--- config.mk ---
export PLATFORM = sky130hd
export DESIGN_NAME = ttw_alu
export DESIGN_NICKNAME = d
export VERILOG_FILES = /design/src/hdl/text_mode_terminal_writer_unit_macros.svh /design/src/hdl/ttw_alu.sv
export SDC_FILE = /design/constraint.sdc
export NUM_CORES = 1
export LEC_CHECK = 0
export BUFFER_PORTS_ARGS = -buffer_cell sky130_fd_sc_hd__buf_2
export CAP_MARGIN = 20
export CORE_ASPECT_RATIO = 0.9
export CORE_UTILIZATION = 45
export DETAILED_ROUTE_END_ITERATION = 8
export PLACE_DENSITY = 0.85
export RECOVER_POWER = 100
export SLEW_MARGIN = 20
export SYNTH_ARGS = -nofsm -noshare
export SYNTH_HDL_FRONTEND = slang
export SYNTH_SLANG_ARGS = --single-unit
--- constraint.sdc ---
create_clock -name vclk -period 2.85
set_input_delay 0.285 -clock vclk [all_inputs]
set_output_delay 0.285 -clock vclk [all_outputs]
set_load 0.02 [all_outputs]
--- src/hdl/text_mode_terminal_writer_unit_macros.svh ---
// ----------------------------------------------------------------------------
// Text mode terminal writer: assertion macros
// Shared concurrent assertion forms, same-cycle and next-cycle implication.
// ----------------------------------------------------------------------------
`ifndef TEXT_MODE_TERMINAL_WRITER_UNIT_MACROS_SVH
`define TEXT_MODE_TERMINAL_WRITER_UNIT_MACROS_SVH

// antecedent implies consequent in the same cycle
`define TTW_ASSERT_NOW(label, clk, rst_n, ante, cons, msg) \
    label: assert property (@(posedge clk) disable iff (!rst_n) (ante) |-> (cons)) \
        else $error(msg);

// antecedent implies consequent in the next cycle
`define TTW_ASSERT_NEXT(label, clk, rst_n, ante, cons, msg) \
    label: assert property (@(posedge clk) disable iff (!rst_n) (ante) |=> (cons)) \
        else $error(msg);

`endif

--- src/hdl/ttw_alu.sv ---
// ----------------------------------------------------------------------------
// ttw_alu
// Shared add and limit compare used for cursor steps, sweeps and range checks.
// ----------------------------------------------------------------------------
module ttw_alu #(
    parameter int W = 12
) (
    input  logic [W-1:0] i_a,
    input  logic [W-1:0] i_b,
    input  logic [W-1:0] i_lim,
    output logic [W-1:0] o_sum,
    output logic         o_at_lim
);

    assign o_sum    = i_a + i_b;
    assign o_at_lim = (o_sum >= i_lim);

endmodule

==> results.yml <==
floorplanning:
  die_y_um: 40.4
  die_x_um: 44.6
  dieArea_um2: 1800
  ios: 49
  rows: 13
  start_util_pct: 49.7
  core_um2: 1480
synth:
  syn-num-nets: 153
  netlist_instances: 93
  ys_seq_area_share_pct: 0
  syn_avg_cell_area_um2: 7.91
  synth_area_um2: 736
  yosys_warnings: 0
  synth.distinct_cells: 27
global_route:
  grt_usage_pct: 22.4
  grt.overflow.total: 0
  grt_pass1_wl_um: 3110
  grt_max_degree: 6
  grt_antenna_before_repair: 0
  grt_pass1_vias: 775
sta:
  finalSetupTns_ns: -0.0987
  drv_slew: 0
  max_freq_mhz: 339
  final_hold_viol_count: 0
  slew_headroom_pct: 80.7
  holdWs_ns: 0.981
  rsz0062_at_grt: "true"
  fin_crit_ns: 2.95
  worst_slew_pin_slew_ns: 0.287
  fin_crit_sh_pct: 103
  setup_viol: 1
  timing.final.ws_setup_ns: -0.0987
power_and_ir_drop:
  total_power_mw: 0.368
  ir_drop_uv: 148
  intPower_mw: 0.169
  p_leak_nw: 0.634
  p_seq_share_pct: 0
  powerDensity_nw_per_um2: 323
  p_sw_share_pct: 54.2
  clock_power_share_pct: 0
  pwr-share-comb_pct: 100.0
  switchingPower_mw: 0.200
cells_and_area:
  layout-drive-gt1-share_pct: 39.2
  syn_to_final_growth_pct: 54.8
  n_antenna_cell: 0
  clkbuf_count: 0
  nets: 215
  design.seq.count: 0
  fin_area_um2: 1140
  final_cells: 175
  layout_common_cells: "buf_2, ha_1, inv_1"
  seq_area_um2: 0
  final_common_cell: "buf_2"
  fill_cells: 113
  utilization_pct: 76.9
routing:
  drc: 0
  vias_per_cell: 4.98
  wl_um: 2030
  drt_iter0_drc: 14
  wl_per_cell_um: 11.6
  vias: 871
  drtAntennaViolNets: 0
  drtPass1Iterations: 4
setup_path:
  slowest_stage: "fa_2"
  cp_slowest_stage_delay_ns: 0.37
  arrival_ns: 2.66
  crit_buf_inv: 2
  worstSetupStartpointType: "primary input"
  crit_start: "i_b[0]"
  critPathCaptureType: "output port"
  cp_max_fo: 3
  cp_top_family: "compound AO/OA/AOI/OAI gates"
  required_ns: 2.57
  critPathKind: "in2out"
  cp_cell_sequence: "buf_6 > ha_4 > fa_2 > a211oi_2 > o21ai_2 > a2111oi_2 > or3_1 > xnor2_2 > ha_1 > a21o_1 > a21oi_2 > o21ai_2 > buf_6"
status:
  status: "finished with violations"
  violations: "setup timing"
placement:
  dp_cells: 174
  place_ws_ns: -0.218
  port_buffers: 49
  gp_congestion: 0.829
  placed_area_um2: 1100
  dp_hpwl_um: 1700
clock_tree:
  cts_hold_buf: 0
min_path:
  min_path_type: "in2out"
  min_from: "i_a[0]"
  holdPathStages: 3
  min_to: "o_sum[0]"
flow_run:
  cap_violations: 0
area by class of cell:
cell class	instances	area, µm²	share of cell area, %
multi-input cells	80	728	64.0
inverters	13	48.8	4.29
well taps	22	27.5	2.42
repair buffers	60	334	29.3
power groups by stage:
stage / logic (mW) / registers [mW] / clock network (mW)
after CTS: 0.371 / 0 / 0
after global routing: 0.404 / 0 / 0
after floorplan: 0.231 / 0 / 0
after global placement: 0.337 / 0 / 0
after detailed placement: 0.350 / 0 / 0
final: 0.368 / 0 / 0
cells by family (layout without fill, tap and decap cells):
kind of cell | count (synthesis) | count (layout) | synth area share (%)
buffers and inverters | 13 | 73 | 6.63
AOI/OAI and AO/OA | 28 | 28 | 27.0
and+or+nand+nor | 17 | 17 | 11.4
xor gates and xnor gates | 11 | 11 | 13.1
adders and majority gates | 24 | 24 | 41.8
routing by layer:
metal  GRT usage (%)  up-vias  wire, µm
li1                -      462         -
met3           0.450        0        68
met1            29.4      382       942
met5               0        -         0
met4           0.758        0         0
met2            43.4       27      1020
worst max-delay path by stage:
stage / slack [ns] / endpoint / cells after the start
2_1_floorplan: 0.004 / o_at_lim / 11
3_3_place_gp: -0.13 / o_at_lim / 13
3_5_place_dp: -0.22 / o_at_lim / 13
4_1_cts: -0.12 / o_at_lim / 13
5_1_grt: -0.18 / o_at_lim / 13
6_report: -0.1 / o_at_lim / 13
synth_stat cells:
cell,n,area [µm²]
nand2b_1,1,6.26
nor3_1,1,5.00
or3_1,1,6.26
o2111ai_1,1,8.76
xor2_1,3,26.3
o21ai_1,3,15.0
fa_1,1,20.0
o21ai_2,1,8.76
inv_1,13,48.8
a21oi_1,7,35.0
xnor2_1,8,70.1
a31o_1,1,8.76
ha_1,23,288
a2111oi_2,1,15.0
o21bai_1,1,7.51
nand3_1,3,15.0
a211oi_1,1,7.51
a31oi_1,2,12.5
a311oi_1,1,8.76
nand4_1,3,18.8
nor2b_1,1,6.26
a21o_1,6,45.0
o21ai_0,1,5.00
a211oi_2,1,12.5
nor2_1,3,11.3
a211o_1,1,8.76
nand2_1,4,15.0
repair_timing:
item,in CTS,in global routing
setup endpoints to repair,1,1
resized for setup,7,1
pin swaps,10,4
setup buffers,1,0
Power figures use the tool's default switching activity.
